[src/rtl/pdd_pkg.sv]
// Types, codes and position helpers shared by the digram decipher unit.
package pdd_pkg;

    localparam int NUM_CELLS   = 25;
    localparam int NUM_LETTERS = 26;

    localparam logic [4:0] CELL_LIMIT   = 5'd25;
    localparam logic [4:0] LETTER_LIMIT = 5'd26;
    localparam logic [2:0] SIDE_LAST    = 3'd4;
    localparam logic [4:0] SIDE_W       = 5'd5;

    localparam logic [1:0] OP_CLEAR    = 2'd0;
    localparam logic [1:0] OP_WRITE    = 2'd1;
    localparam logic [1:0] OP_DECIPHER = 2'd2;

    localparam logic [1:0] ST_DONE  = 2'd0;
    localparam logic [1:0] ST_MISS  = 2'd1;
    localparam logic [1:0] ST_WROTE = 2'd2;

    typedef struct packed {
        logic [1:0] operation;
        logic [4:0] key_position;
        logic [4:0] key_letter;
        logic [4:0] first_letter;
        logic [4:0] second_letter;
        logic       last_pair;
    } t_in_item;

    typedef struct packed {
        logic [4:0] first_plain;
        logic [4:0] second_plain;
        logic [1:0] status;
        logic       last_out;
    } t_out_item;

    typedef struct packed {
        logic       clear;
        logic       write;
        logic [4:0] letter;
        logic [4:0] pos;
        logic [4:0] old_letter;
        logic       prev_hit;
        logic [4:0] prev_pos;
    } t_map_upd;

    typedef struct packed {
        logic       hit_a;
        logic       hit_b;
        logic [4:0] pos_a;
        logic [4:0] pos_b;
    } t_map_look;

    typedef struct packed {
        logic       dec;
        logic       hit;
        logic [1:0] status;
        logic       last_out;
    } t_s2_ctl;

    function automatic logic [2:0] f_row(input logic [4:0] p);
        logic [2:0] r;
        case (p)
            5'd0, 5'd1, 5'd2, 5'd3, 5'd4:      r = 3'd0;
            5'd5, 5'd6, 5'd7, 5'd8, 5'd9:      r = 3'd1;
            5'd10, 5'd11, 5'd12, 5'd13, 5'd14: r = 3'd2;
            5'd15, 5'd16, 5'd17, 5'd18, 5'd19: r = 3'd3;
            5'd20, 5'd21, 5'd22, 5'd23, 5'd24: r = 3'd4;
            default:                           r = 3'd0;
        endcase
        return r;
    endfunction

    function automatic logic [2:0] f_col(input logic [4:0] p);
        logic [4:0] c;
        c = p - 5'(f_row(p)) * SIDE_W;
        return c[2:0];
    endfunction

    function automatic logic [2:0] f_back(input logic [2:0] v);
        logic [2:0] r;
        r = (v == 3'd0) ? SIDE_LAST : v - 3'd1;
        return r;
    endfunction

    function automatic logic [4:0] f_cell(input logic [2:0] r, input logic [2:0] c);
        logic [4:0] p;
        p = 5'(r) * SIDE_W + 5'(c);
        return p;
    endfunction

endpackage

[src/rtl/playfair_digram_decipher_unit.sv]
// Items pass from stage 1 (map read) to stage 2 (key read) to the output register.
// Throughput: one digram or clear per cycle unless i_out_stall holds the output.
// A key write is taken only when both internal stages are empty, and the next
// item waits while the write commits from stage 1 to the two memories.
// Reset clears all valid flags: key square reads as zero, letter map as empty.
module playfair_digram_decipher_unit import pdd_pkg::*; (
    input  logic      i_clk,
    input  logic      i_rst_n,
    input  logic      i_in_valid,
    output logic      o_in_stall,
    input  t_in_item  i_in_item,
    output logic      o_out_valid,
    input  logic      i_out_stall,
    output t_out_item o_out_item
);

    logic      r_s1_valid;
    t_in_item  r_s1_item;
    logic      r_s2_valid;
    t_s2_ctl   r_s2;
    logic      r_out_valid;
    t_out_item r_out;

    logic      out_free;
    logic      s2_free;
    logic      s1_free;
    logic      s1_go;
    logic      in_ok;
    logic      accept;
    logic      s1_dec;
    logic      s1_wr_ok;
    logic      s1_hit;
    t_s2_ctl   s2_next;
    t_map_look look;
    t_map_upd  upd;
    logic [4:0] cell_a;
    logic [4:0] cell_b;
    logic [4:0] ks_data_a;
    logic [4:0] ks_data_b;
    logic       ks_rd_en_a;
    logic [4:0] ks_rd_addr_a;

    assign out_free = !r_out_valid || !i_out_stall;
    assign s2_free  = !r_s2_valid || out_free;
    assign s1_free  = !r_s1_valid || s2_free;
    assign s1_go    = r_s1_valid && s2_free;

    assign in_ok = s1_free
        && !(r_s1_valid && r_s1_item.operation == OP_WRITE)
        && !(i_in_item.operation == OP_WRITE && (r_s1_valid || r_s2_valid));
    assign accept     = i_in_valid && in_ok;
    assign o_in_stall = !in_ok;

    assign s1_dec   = r_s1_item.operation == OP_DECIPHER;
    assign s1_wr_ok = r_s1_item.operation == OP_WRITE
        && r_s1_item.key_position < CELL_LIMIT
        && r_s1_item.key_letter < LETTER_LIMIT;
    assign s1_hit   = look.hit_a && look.hit_b;

    pdd_letter_map u_map (
        .i_clk         (i_clk),
        .i_rst_n       (i_rst_n),
        .i_rd_en       (accept),
        .i_rd_letter_a ((i_in_item.operation == OP_WRITE) ? i_in_item.key_letter
                                                          : i_in_item.first_letter),
        .i_rd_letter_b (i_in_item.second_letter),
        .i_upd         (upd),
        .o_look        (look)
    );

    pdd_digram_rule u_rule (
        .i_pos_a  (look.pos_a),
        .i_pos_b  (look.pos_b),
        .o_cell_a (cell_a),
        .o_cell_b (cell_b)
    );

    assign ks_rd_en_a   = (s1_go && s1_dec) || (accept && i_in_item.operation == OP_WRITE);
    assign ks_rd_addr_a = (r_s1_valid && s1_dec) ? cell_a : i_in_item.key_position;

    pdd_key_store u_keys (
        .i_clk       (i_clk),
        .i_rst_n     (i_rst_n),
        .i_rd_en_a   (ks_rd_en_a),
        .i_rd_addr_a (ks_rd_addr_a),
        .i_rd_en_b   (s1_go && s1_dec),
        .i_rd_addr_b (cell_b),
        .i_wr_en     (s1_go && s1_wr_ok),
        .i_wr_addr   (r_s1_item.key_position),
        .i_wr_data   (r_s1_item.key_letter),
        .o_rd_data_a (ks_data_a),
        .o_rd_data_b (ks_data_b)
    );

    always_comb begin
        upd.clear      = s1_go && r_s1_item.operation == OP_CLEAR;
        upd.write      = s1_go && s1_wr_ok;
        upd.letter     = r_s1_item.key_letter;
        upd.pos        = r_s1_item.key_position;
        upd.old_letter = ks_data_a;
        upd.prev_hit   = look.hit_a;
        upd.prev_pos   = look.pos_a;
    end

    always_comb begin
        s2_next.dec      = s1_dec;
        s2_next.hit      = s1_hit;
        s2_next.last_out = s1_dec ? r_s1_item.last_pair : 1'b0;
        if (s1_wr_ok) begin
            s2_next.status = ST_WROTE;
        end else if (s1_dec && !s1_hit) begin
            s2_next.status = ST_MISS;
        end else begin
            s2_next.status = ST_DONE;
        end
    end

    always_ff @(posedge i_clk) begin
        if (!i_rst_n) begin
            r_s1_valid  <= 1'b0;
            r_s2_valid  <= 1'b0;
            r_out_valid <= 1'b0;
        end else begin
            if (s1_free) begin
                r_s1_valid <= accept;
            end
            if (s2_free) begin
                r_s2_valid <= r_s1_valid;
            end
            if (out_free) begin
                r_out_valid <= r_s2_valid;
            end
        end
    end

    always_ff @(posedge i_clk) begin
        if (accept) begin
            r_s1_item <= i_in_item;
        end
        if (s1_go) begin
            r_s2 <= s2_next;
        end
        if (out_free && r_s2_valid) begin
            r_out.first_plain  <= (r_s2.dec && r_s2.hit) ? ks_data_a : 5'd0;
            r_out.second_plain <= (r_s2.dec && r_s2.hit) ? ks_data_b : 5'd0;
            r_out.status       <= r_s2.status;
            r_out.last_out     <= r_s2.last_out;
        end
    end

    assign o_out_valid = r_out_valid;
    assign o_out_item  = r_out;

endmodule

[src/rtl/pdd_key_store.sv]
// Key square memory: one write port, two registered read ports, written flags.
module pdd_key_store import pdd_pkg::*; (
    input  logic       i_clk,
    input  logic       i_rst_n,
    input  logic       i_rd_en_a,
    input  logic [4:0] i_rd_addr_a,
    input  logic       i_rd_en_b,
    input  logic [4:0] i_rd_addr_b,
    input  logic       i_wr_en,
    input  logic [4:0] i_wr_addr,
    input  logic [4:0] i_wr_data,
    output logic [4:0] o_rd_data_a,
    output logic [4:0] o_rd_data_b
);

    logic [4:0]           r_mem [NUM_CELLS];
    logic [NUM_CELLS-1:0] r_written;
    logic [4:0]           r_data_a;
    logic [4:0]           r_data_b;
    logic                 r_live_a;
    logic                 r_live_b;
    logic [4:0]           addr_a;
    logic [4:0]           addr_b;

    assign addr_a = (i_rd_addr_a < CELL_LIMIT) ? i_rd_addr_a : 5'd0;
    assign addr_b = (i_rd_addr_b < CELL_LIMIT) ? i_rd_addr_b : 5'd0;

    always_ff @(posedge i_clk) begin
        if (i_wr_en) begin
            r_mem[i_wr_addr] <= i_wr_data;
        end
        if (i_rd_en_a) begin
            r_data_a <= r_mem[addr_a];
        end
        if (i_rd_en_b) begin
            r_data_b <= r_mem[addr_b];
        end
    end

    always_ff @(posedge i_clk) begin
        if (!i_rst_n) begin
            r_written <= '0;
            r_live_a  <= 1'b0;
            r_live_b  <= 1'b0;
        end else begin
            if (i_wr_en) begin
                r_written[i_wr_addr] <= 1'b1;
            end
            if (i_rd_en_a) begin
                r_live_a <= r_written[addr_a];
            end
            if (i_rd_en_b) begin
                r_live_b <= r_written[addr_b];
            end
        end
    end

    assign o_rd_data_a = r_live_a ? r_data_a : 5'd0;
    assign o_rd_data_b = r_live_b ? r_data_b : 5'd0;

endmodule

[src/rtl/pdd_letter_map.sv]
// Letter-to-position memory with per-letter valid flags and per-cell owner flags.
module pdd_letter_map import pdd_pkg::*; (
    input  logic       i_clk,
    input  logic       i_rst_n,
    input  logic       i_rd_en,
    input  logic [4:0] i_rd_letter_a,
    input  logic [4:0] i_rd_letter_b,
    input  t_map_upd   i_upd,
    output t_map_look  o_look
);

    logic [4:0]             r_mem [NUM_LETTERS];
    logic [NUM_LETTERS-1:0] r_vld;
    logic [NUM_LETTERS-1:0] n_vld;
    logic [NUM_CELLS-1:0]   r_own;
    logic [NUM_CELLS-1:0]   n_own;
    logic [4:0]             r_pos_a;
    logic [4:0]             r_pos_b;
    logic [4:0]             r_let_a;
    logic [4:0]             r_let_b;
    logic [4:0]             addr_a;
    logic [4:0]             addr_b;
    logic [4:0]             idx_a;
    logic [4:0]             idx_b;

    assign addr_a = (i_rd_letter_a < LETTER_LIMIT) ? i_rd_letter_a : 5'd0;
    assign addr_b = (i_rd_letter_b < LETTER_LIMIT) ? i_rd_letter_b : 5'd0;

    always_ff @(posedge i_clk) begin
        if (i_upd.write) begin
            r_mem[i_upd.letter] <= i_upd.pos;
        end
        if (i_rd_en) begin
            r_pos_a <= r_mem[addr_a];
            r_pos_b <= r_mem[addr_b];
            r_let_a <= i_rd_letter_a;
            r_let_b <= i_rd_letter_b;
        end
    end

    always_comb begin
        n_vld = r_vld;
        n_own = r_own;
        if (i_upd.clear) begin
            n_vld = '0;
            n_own = '0;
        end else if (i_upd.write) begin
            if (r_own[i_upd.pos] && i_upd.old_letter != i_upd.letter &&
                i_upd.old_letter < LETTER_LIMIT) begin
                n_vld[i_upd.old_letter] = 1'b0;
            end
            n_vld[i_upd.letter] = 1'b1;
            if (i_upd.prev_hit && i_upd.prev_pos < CELL_LIMIT) begin
                n_own[i_upd.prev_pos] = 1'b0;
            end
            n_own[i_upd.pos] = 1'b1;
        end
    end

    always_ff @(posedge i_clk) begin
        if (!i_rst_n) begin
            r_vld <= '0;
            r_own <= '0;
        end else begin
            r_vld <= n_vld;
            r_own <= n_own;
        end
    end

    assign idx_a = (r_let_a < LETTER_LIMIT) ? r_let_a : 5'd0;
    assign idx_b = (r_let_b < LETTER_LIMIT) ? r_let_b : 5'd0;

    assign o_look.hit_a = (r_let_a < LETTER_LIMIT) && r_vld[idx_a];
    assign o_look.hit_b = (r_let_b < LETTER_LIMIT) && r_vld[idx_b];
    assign o_look.pos_a = r_pos_a;
    assign o_look.pos_b = r_pos_b;

endmodule

[src/rtl/pdd_digram_rule.sv]
// Playfair decryption rule: maps two square positions to the two plaintext positions.
module pdd_digram_rule import pdd_pkg::*; (
    input  logic [4:0] i_pos_a,
    input  logic [4:0] i_pos_b,
    output logic [4:0] o_cell_a,
    output logic [4:0] o_cell_b
);

    logic [2:0] ra;
    logic [2:0] ca;
    logic [2:0] rb;
    logic [2:0] cb;

    assign ra = f_row(i_pos_a);
    assign ca = f_col(i_pos_a);
    assign rb = f_row(i_pos_b);
    assign cb = f_col(i_pos_b);

    always_comb begin
        if (ra == rb && ca == cb) begin
            o_cell_a = f_cell(f_back(ra), f_back(ca));
            o_cell_b = o_cell_a;
        end else if (ra == rb) begin
            o_cell_a = f_cell(ra, f_back(ca));
            o_cell_b = f_cell(rb, f_back(cb));
        end else if (ca == cb) begin
            o_cell_a = f_cell(f_back(ra), ca);
            o_cell_b = f_cell(f_back(rb), cb);
        end else begin
            o_cell_a = f_cell(ra, cb);
            o_cell_b = f_cell(rb, ca);
        end
    end

endmodule

[config.mk]
export PLATFORM = sky130hd
export DESIGN_NAME = playfair_digram_decipher_unit
export DESIGN_NICKNAME = d
export VERILOG_FILES = /design/src/rtl/pdd_pkg.sv /design/src/rtl/playfair_digram_decipher_unit.sv /design/src/rtl/pdd_key_store.sv /design/src/rtl/pdd_letter_map.sv /design/src/rtl/pdd_digram_rule.sv
export SDC_FILE = /design/constraint.sdc
export NUM_CORES = 1
export LEC_CHECK = 0
export BUFFER_PORTS_ARGS = -buffer_cell sky130_fd_sc_hd__buf_4
export CAP_MARGIN = 20
export CORE_UTILIZATION = 25
export DETAILED_ROUTE_END_ITERATION = 10
export PLACE_DENSITY = 0.4
export SYNTH_ARGS = -nofsm -noshare
export SYNTH_HDL_FRONTEND = slang
export SYNTH_SLANG_ARGS = --single-unit
[constraint.sdc]
create_clock -name i_clk -period 5.1 [get_ports i_clk]
set_input_delay 0.765 -clock i_clk [delete_from_list [all_inputs] [get_ports i_clk]]
set_output_delay 0.765 -clock i_clk [all_outputs]
set_load 0.005 [all_outputs]
### Word-level counts from Yosys, hierarchy flattened

Memory sizes are Yosys's and may differ from the RTL's. A register that Yosys moved wholly into a read port is not among the register bits.
Cells that the tools add are included.

* add/sub/neg operators: 13
* multipliers: 6
* order comparisons: 22
* eq/ne operators: 6
* multiplexer cells: 46
* bitwise operators: 8
* reductions and logical operators: 47

Operators by type and width (number)
* 26-bit two-way mux: 3
* 25-bit two-way mux: 3
* 5-bit two-way mux: 15
* 5-bit < comparator, second input constant: 10
* 25-bit bitwise OR: 2
* 5-bit by 6-bit < comparator with 1-bit output, second input constant: 8
* 5-bit by 3-bit adder with 5-bit output: 7
* 1-bit logical AND: 27
* 26-bit AND: 1
* 26-bit inverter: 1
* 26-bit bitwise OR: 1
* 25-bit AND: 1
* 1-bit binary-select mux with 5-bit select: 5
* 25-bit inverter: 1
* 1-bit demux with 5-bit select: 4
* 5-bit by 1-bit >= comparator with 1-bit output, second input constant: 4
* 3-bit by 3-bit multiplier with 5-bit output, second input constant: 4
* 3-bit zero test: 4
* 1-bit two-way mux: 12
* 3-bit two-way mux: 4
* 3-bit by 1-bit subtractor with 3-bit output, second input constant: 4
* 1-bit zero test: 8
* 3-bit == test: 2
* 3-bit by 3-bit multiplier with 3-bit output, second input constant: 2
* other kinds (9): 15

* flip-flop bits (word level): 122
* RAM bits: 255
* memory bits (read-only): 384
* output and inout port bits: 15
* memories: 6

Memory list
* u_map.r_mem: depth 26, width 5, rd ports 2, clocked after Yosys merged registers in 2, wr ports 1, line pdd_letter_map.sv:12 `logic [4:0] r_mem [NUM_LETTERS];`
* u_keys.r_mem: depth 25, width 5, rd ports 2, clocked after Yosys merged registers in 2, wr ports 1, line pdd_key_store.sv:16 `logic [4:0] r_mem [NUM_CELLS];`
* (no name shown): depth 32, width 3, rd ports 1, clocked after Yosys merged registers in 0, wr ports 0, line pdd_pkg.sv:62 `case (p)`
* (no name shown): depth 32, width 3, rd ports 1, clocked after Yosys merged registers in 0, wr ports 0, line pdd_pkg.sv:62
* (no name shown): depth 32, width 3, rd ports 1, clocked after Yosys merged registers in 0, wr ports 0, line pdd_pkg.sv:62
* (no name shown): depth 32, width 3, rd ports 1, clocked after Yosys merged registers in 0, wr ports 0, line pdd_pkg.sv:62

### Depth between registers and ports, before layout

Gate-level depths: netlist (run 1).
An unclocked memory read counts as a cell.

* depth in word-level cells: 13
* mapped depth: 27
* mapped depth without buffers: 25

### Cells and area by module

Synthesis (run 1) repeated with hierarchy kept, for this count alone.

* cell total of the unflattened synthesis: 2039
* area total of the unflattened synthesis: 21777.1 um^2

Modules (own cells, without submodules)
* pdd_letter_map: times used 1, cells an instance 979, area an instance 10426.2 um^2, sequential area each 5525.3 um^2
* pdd_key_store: times used 1, cells an instance 743, area an instance 8057.7 um^2, sequential area each 4594.4 um^2
* pdd_digram_rule: times used 1, cells an instance 229, area an instance 1876.8 um^2, sequential area each 0.0 um^2
* playfair_digram_decipher_unit: times used 1, cells an instance 88, area an instance 1416.4 um^2, sequential area each 991.0 um^2

### Least setup slack after synthesis (run 1)

OpenSTA, ideal clock, no wires.

* kind: reg2reg
* start point: reg u_map.r_pos_a[0] (read register of u_map.r_mem)
* end point: reg u_keys.r_data_b[2] (read register of u_keys.r_mem) (data pin)
* library setup time: 0.273 ns
* arrival time: 5.247 ns
* required time: 4.827 ns
* setup slack: -0.420 ns
* cell stages (with the launch flop): 25
* path buffers: 2
* period minus slack after synthesis: 5.520 ns
* cell sequence: edfxtp_1 -> buf_2 -> maj3_2 -> a31oi_4 -> inv_2 -> ha_1 -> fa_1 -> xnor3_1 -> inv_1 -> nand3_1 -> a21boi_0 -> inv_1 -> fa_1 -> a21oi_1 -> xor2_1 -> nor2_1 -> xnor2_1 -> nand3_1 -> o211a_1 -> nor3_1 -> a21boi_1 -> clkbuf_1 -> inv_1 -> a2111oi_0 -> a211oi_1

* word-level cells in the longest chain between the ends: 9

RTL lines
* start: declaration: line pdd_letter_map.sv:17 `logic [4:0] r_pos_a;`
* memory read 32 x 3 bit
* 3-bit by 3-bit multiplier with 3-bit output: line pdd_pkg.sv:75 `c = p - 5'(f_row(p)) * SIDE_W;`
* 3-bit subtractor: line pdd_pkg.sv:75
* 3-bit by 1-bit subtractor with 3-bit output (tied with other cells): line pdd_pkg.sv:81 `r = (v == 3'd0) ? SIDE_LAST : v - 3'd1;`
* 3-bit two-way mux or 5-bit two-way mux (tied branches): line pdd_pkg.sv:81, pdd_digram_rule.sv:26
* 5-bit by 3-bit adder with 5-bit output or 5-bit two-way mux (tied branches): line pdd_pkg.sv:87, pdd_digram_rule.sv:23
* 5-bit two-way mux (*): line pdd_digram_rule.sv:20 `if (ra == rb && ca == cb) begin`
* 5-bit < comparator: line pdd_key_store.sv:26 `assign addr_b = (i_rd_addr_b < CELL_LIMIT) ? i_rd_addr_b : 5'd0;`
* 5-bit two-way mux (*): line pdd_key_store.sv:26
* end: declaration: line pdd_key_store.sv:19 `logic [4:0] r_data_b;`

Mark *: on every way between the ends. The rest lies on a longest branch, timed or not.
A chain may end at the register's enable or synchronous reset.

### Final worst setup path (run 1)

* start point: reg u_map.r_pos_a[3] (read register of u_map.r_mem)
* end point: reg u_keys.r_live_b

* word-level cells in the longest chain between the ends: 11

RTL lines
* memory read 32 x 3 bit
* 3-bit by 3-bit multiplier with 3-bit output: line pdd_pkg.sv:75
* 3-bit subtractor: line pdd_pkg.sv:75
* 3-bit by 1-bit subtractor with 3-bit output (tied with other cells): line pdd_pkg.sv:81
* 3-bit two-way mux or 5-bit two-way mux (tied branches): line pdd_pkg.sv:81, pdd_digram_rule.sv:26
* 5-bit by 3-bit adder with 5-bit output or 5-bit two-way mux (tied branches): line pdd_pkg.sv:87, pdd_digram_rule.sv:23
* 5-bit two-way mux (*): line pdd_digram_rule.sv:20
* 5-bit < comparator: line pdd_key_store.sv:26
* 5-bit two-way mux (*): line pdd_key_store.sv:26
* 1-bit binary-select mux with 5-bit select (*): line pdd_key_store.sv:53 `r_live_b <= r_written[addr_b];`
* 1-bit two-way mux (not written as such) (*): line pdd_key_store.sv:53
* end signal: assignment: line pdd_key_store.sv:53
* end: declaration: line pdd_key_store.sv:21 `logic r_live_b;`

Mark *: on every way between the ends. The rest lies on a longest branch, timed or not. The select of a mux whose other input is x is not followed.

==> flow_summary.yaml, run 1 <==
placed_design:
  port_buffers: 41
  hpwlAfterDp_um: 58300
  gp_congestion: 0.912
  dp_cells: 3147
  dp_slack_ps: -1200
critical_path:
  reg2reg_depth: 28
  critPathRequiredTime_ps: 5550
  cp_slowest_cell: "fa_2"
  path_depth: 28
  rr_endpoint: "u_keys.r_live_b"
  crit_fanout: 7
  path_buf_inv: 5
  crit_type: "flip-flop to flip-flop"
  reg2reg_slack_ps: -400
  crit_end: "u_keys.r_live_b"
  cp_top_family: "compound AO/OA/AOI/OAI gates"
  critical_path.max_stage_delay_ps: 610
  crit_path_end_kind: "flip-flop"
  arrival_ps: 5950
  critPathLaunchType: "flip-flop"
  crit_start: "u_map.r_pos_a[3]"
  r2r-start: "u_map.r_pos_a[3]"
clock_network:
  cts_hold_buf: 0
  cts_tree: "done"
  clk_latency_ps: 600
  clock_path_buffers: 3
  root_buffer: "clkbuf_16"
  cts.sinks: 397
  ctsHtreeMaxLevel: 2
  clk_pin_slew_ps: 60
  numCtsBuffers: 46
cells_and_area:
  syn2layout_area_growth_pct: 26.9
  layout_commonest_cell: "edfxtp_1"
  antennaDiodeCount: 0
  final_nets: 2232
  finalNonFillerCells: 3268
  drive_gt1_share_pct: 26.1
  layout_common_cells: "edfxtp_1, buf_4, nand2_1, a21oi_1, nor2_1"
power:
  p_switching_uw: 7150
  clock_power_share_pct: 20.6
  power.internal_uw: 9860
  seq_power_share_pct: 21.5
  power_density_mw_per_mm2: 638
  ir_drop_uv: 543
  pwr-share-comb_pct: 57.9
  leakagePower_uw: 0.00974
  swShare_pct: 42.0
synth:
  synthDistinctLibCells: 89
  synth-edff-count: 316
  ys_ff_latch: 397
  syn_area_sq_mm: 0.0210
  ys_warn_count: 0
  async_flop_share_pct: 0
  synth_fp_nets: 1983
  yosysSeqAreaShare_pct: 52.9
  syn_inst: 1911
  synthFlopType: "edfxtp_1"
  syn_area_per_cell_sq_um: 11.0
global_route:
  antenna_found_initial: 4
  grtUsageTotal_pct: 18.5
  overflow: 0
  grt_pass1_vias: 17000
  grt_first_pass_wirelength_um: 117000
  grt_max_degree: 52
timing:
  tightestPinTransition_ps: 1150
  finalSetupTns_ps: -3810
  period_share_pct: 108
  finalHoldViolations: 0
  layout_setup_ws_ps: -401
  slew_headroom_pct: 22.8
  rsz0062_at_grt: "yes"
  slew_violations: 0
  clock_skew_ps: 33.2
  hold_slack_ps: 358
  setup_viol: 12
  max_freq_mhz: 182
  period_needed_ps: 5500
routing:
  dr.pass1.iters: 6
  wl_um: 80100
  vias_per_cell: 5.23
  avgRoutedWirePerCell_um: 24.5
  route.vias.total: 17100
  drt_iter0_drc: 1524
  antenna_left: 0
  route.detailed.drc: 0
die:
  start_util_pct: 25.4
  core_area_sq_mm: 0.0826
  fp.dieW_um: 292
  num_rows: 105
  ios: 42
  die_area_sq_mm: 0.0851
  dieHeight_um: 292
worst_hold_path:
  hp-class: "input port to flip-flop"
  hold_path_depth: 1
flow_run:
  drv_cap: 0
status:
  violations: "setup timing"
  outcome: "finished, violations left"
[worst register-to-register path: cells and delay by family (launching register included)]
family          cells  cell delay (ps)
mux                 1              190
simple gates        6              660
buf+inv             5              600
compound gates     10             1910
fa+ha+maj           4             1300
xor+xnor            2              300
flops               1              410
[synth_stat cells (12+ instances only)]
| cell type | number | area [sq um] |
|---|---|---|
| nor3_1 | 29 | 145 |
| a22oi_1 | 15 | 113 |
| inv_1 | 81 | 304 |
| or3_1 | 14 | 87.6 |
| nand2_1 | 258 | 968 |
| o211ai_1 | 24 | 180 |
| o21ai_0 | 74 | 370 |
| and2_1 | 28 | 175 |
| mux2_2 | 12 | 135 |
| o21ai_1 | 13 | 65.1 |
| o22ai_1 | 34 | 213 |
| ha_1 | 36 | 450 |
| a21o_1 | 18 | 135 |
| dfxtp_1 | 81 | 1620 |
| nand3_1 | 73 | 365 |
| nor2b_1 | 19 | 119 |
| xnor2_1 | 17 | 149 |
| a21oi_1 | 118 | 591 |
| a221oi_1 | 14 | 123 |
| mux2i_1 | 65 | 651 |
| o21a_1 | 30 | 225 |
| clkbuf_1 | 68 | 255 |
| edfxtp_1 | 316 | 9490 |
| buf_2 | 26 | 130 |
| mux4_2 | 41 | 923 |
| nor2_1 | 113 | 424 |
| a31oi_1 | 32 | 200 |
| o221ai_1 | 33 | 289 |
| and3_1 | 18 | 113 |
| a311oi_1 | 14 | 123 |
| a211oi_1 | 40 | 300 |
[layout make-up]
class	instances	area [sq um]
clock buffers	68	1330
clock inverters	18	250
fillers	8306	56000
inverters	82	310
multi-input cells	1325	9710
flip-flops and latches	397	11100
well taps	1070	1340
repair buffers	308	2590
[cells by family (layout without fill, tap and decap cells)]
group | Yosys count | count (layout) | share of synthesized area (%)
and+or+nand+nor | 604 | 604 | 13.2
adders and majority gates | 46 | 46 | 3.06
xor gates and xnor gates | 33 | 33 | 1.81
AOI/OAI and AO/OA | 522 | 522 | 16.8
buffers and inverters | 189 | 476 | 3.84
muxes | 120 | 120 | 8.31
DFF | 397 | 397 | 52.9
[state kept, by name, indices dropped and copies added (netlist names), 5 cells and up]
name and count:
r_s2 5, u_map.r_own 25, u_keys.r_mem 125, u_map.r_pos_b 5, u_map.r_mem 130, u_map.r_pos_a 5, u_map.r_let_a 5, u_map.r_let_b 5
u_keys.r_written 25, o_out_item 13, u_keys.r_data_b 5, u_keys.r_data_a 5, r_s1_item 13, u_map.r_vld 26
[worst min path at each step]
stage | startpoint | to | slack (ps)
2_1_floorplan | r_s2[0] | o_out_item[0] | 400
3_3_place_gp | r_s2[0] | o_out_item[0] | 410
3_5_place_dp | r_s2[1] | o_out_item[1] | 410
4_1_cts | i_in_item[0] | r_s1_item[0] | 330
5_1_grt | i_in_item[0] | r_s1_item[0] | 340
6_report | i_in_item[0] | r_s1_item[0] | 360
[power by group through the flow]
stage	sequential (uW)	clock (uW)	combinational (uW)
2_1_floorplan	3720	0	4380
3_3_place_gp	3720	0	8460
3_5_place_dp	3720	0	8450
4_1_cts	3660	3560	9230
5_1_grt	3660	3690	10400
6_report	3660	3500	9860
[through the flow]
| step | instance area (sq um) | util (%) | power [uW] |
|---|---|---|---|
| floorplan | 21000 | - | 8100 |
| global route | 26600 | 32.2 | 17700 |
| global placement | 24100 | 29.1 | 12200 |
| CTS | 26200 | 31.7 | 16400 |
| detailed placement | 24100 | 29.2 | 12200 |
| finish | 26600 | 32.2 | 17000 |
[metal layers]
layer | share of wire [%] | track usage (%)
met4 | 3.2 | 5.97
met3 | 4.8 | 2.15
met2 | 46 | 29.8
met5 | 0 | 0
met1 | 46 | 25.6
[timing repair]
action	in CTS	in global routing
cloned	2	0
resized for setup	80	45
pin swaps	35	22
buffers inserted	14	24
setup endpoints to repair	12	12
Note: power is estimated with default switching activity, not from simulation.
==> run 2, diff against run 1 <==
Settings changed: BUFFER_PORTS_ARGS -buffer_cell sky130_fd_sc_hd__buf_4 to -buffer_cell sky130_fd_sc_hd__buf_2.
==> flow_summary.yaml, run 2 (same netlist as run 1, synthesis figures left out) <==
routing:
  wl_met2_um: 38500
  wl_um: 81600
  drt-met1-wl_um: 36600
  drt_iter0_drc: 1465
  avgRoutedWirePerCell_um: 24.8
  route.detailed.drc: 0
  vias_per_cell: 5.26
  route.vias.total: 17300
  dr.pass1.iters: 7
  top_layer: "met4"
  antenna_left: 0
  dr_wl_met3_um: 4310
timing:
  tightestPinTransition_ps: 1190
  rsz0062_at_grt: "yes"
  finalSetupTns_ps: -4160
  slew_violations: 0
  slew_headroom_pct: 20.5
  clock_skew_ps: 29.2
  finalHoldViolations: 0
  max_freq_mhz: 181
  period_needed_ps: 5520
  period_share_pct: 108
  setup_viol: 12
  layout_setup_ws_ps: -419
clock_network:
  clock_path_buffers: 3
  cts.sinks: 397
  clk_latency_ps: 590
  ctsHtreeMaxLevel: 2
  numCtsBuffers: 44
  root_buffer: "clkbuf_16"
  clk_pin_slew_ps: 60
  cts_hold_buf: 0
  cts_tree: "done"
die:
  dieHeight_um: 292
  start_util_pct: 25.4
  num_rows: 105
  ios: 42
  die_area_sq_mm: 0.0851
  core_area_sq_mm: 0.0826
  fp.dieW_um: 292
cells_and_area:
  layout_commonest_cell: "edfxtp_1"
  largest_register_ffs: 130
  final_area_sq_mm: 0.0272
  top_register: "u_map.r_mem"
  reg_top3: "u_map.r_mem: 130 flops, u_keys.r_mem: 125 flops, u_map.r_vld: 26 flops"
  final_nets: 2260
  layout_common_cells: "edfxtp_1, nand2_1, buf_4, nor2_1, a21oi_1"
  syn2layout_area_growth_pct: 29.4
  drive_gt1_share_pct: 29.2
  final_util_pct: 32.9
global_route:
  grt_first_pass_wirelength_um: 118000
  overflow: 0
  grt_max_degree: 42
  antenna_found_initial: 3
  grt_pass1_vias: 17300
  grtUsageTotal_pct: 18.6
placed_design:
  port_buffers: 41
  place_area_sq_mm: 0.0240
  hpwlAfterDp_um: 57900
  gp_congestion: 0.922
power:
  power_density_mw_per_mm2: 669
  ir_drop_uv: 563
  leakagePower_uw: 0.00986
critical_path:
  crit_type: "flip-flop to flip-flop"
  critPathRequiredTime_ps: 5410
  crit_top_cell: "buf_6"
  crit_path_end_kind: "flip-flop"
  critPathLaunchType: "flip-flop"
  arrival_ps: 5830
  crit_fanout: 4
  critical_path.max_stage_delay_ps: 630
  cp_slowest_cell: "fa_2"
status:
  outcome: "finished, violations left"
  violations: "setup timing"
worst_hold_path:
  hp-class: "input port to flip-flop"
flow_run:
  drv_cap: 0
[run 2: cell types whose count changed in the layout (fill, tap and decap cells not counted), sizes merged]
cell	change
nand2	+1
clkbuf	-5
buf	+25
diode	+1
inv	-3
clkinv	+5
clkinvlp	+4
bufinv	-2
[run 2: where the power goes]
part           leakage (uW)  switching (uW)  internal, uW
logic               0.00565            6330          4930
clock network      0.000690            1400          1850
registers           0.00352            47.8          3610
total               0.00986            7780         10400
[run 2: final timing paths]
path | startpoint | endpoint | slack (ps) | cells past startpoint
max | u_map.r_pos_a[3] | u_keys.r_data_b[2] | -420 | 27
min | i_in_item[0] | r_s1_item[0] | 360 | 1
max reg2reg | u_map.r_pos_a[3] | u_keys.r_data_b[2] | -420 | 27
min reg2reg | r_s2[0] | o_out_item[0] | 440 | 0
[run 2: worst max-delay path, delay by kind of cell, from the launching register on]
kind                       cells  cell delay, ps
adders and majority gates      2            1000
AOI/OAI and AO/OA              9            1440
buffers and inverters          8             970
xor gates and xnor gates       2             280
and+or+nand+nor                4             810
muxes                          2             290
DFF                            1             450
[run 2: cell type report]
type | count | area, sq um
multi-input cells | 1326 | 10200
repair buffers | 337 | 2770
clock inverters | 22 | 210
clock buffers | 59 | 1230
diodes | 1 | 2.50
inverters | 82 | 313
fillers | 8270 | 55500
flip-flops and latches | 397 | 11100
well taps | 1070 | 1340
[run 2: metal layers]
metal | up-vias | global-route usage [%]
li1 | 7810 | -
met1 | 8766 | 25.7
met2 | 645 | 30.5
met3 | 111 | 2.15
met4 | 0 | 5.29
met5 | - | 0
[run 2: through the flow]
stage | worst slack [ps] | std cells | hold WS [ps] | power (uW)
6_report | -419 | 3294 | 359 | 18200
5_1_grt | -595 | 3293 | 344 | 18900
4_1_cts | -412 | 3269 | 332 | 17100
3_5_place_dp | -1300 | 3151 | 421 | 12300
3_3_place_gp | -1360 | 3149 | 411 | 12300
2_1_floorplan | -34.7 | 1911 | 400 | 8100
[run 2: timing repair]
item | in CTS | in global routing
gates cloned | 2 | 5
pin swaps | 48 | 61
gates resized for setup | 136 | 97
buffers inserted | 40 | 23
hold endpoints to repair | 0 | 0
setup endpoints to repair | 12 | 12
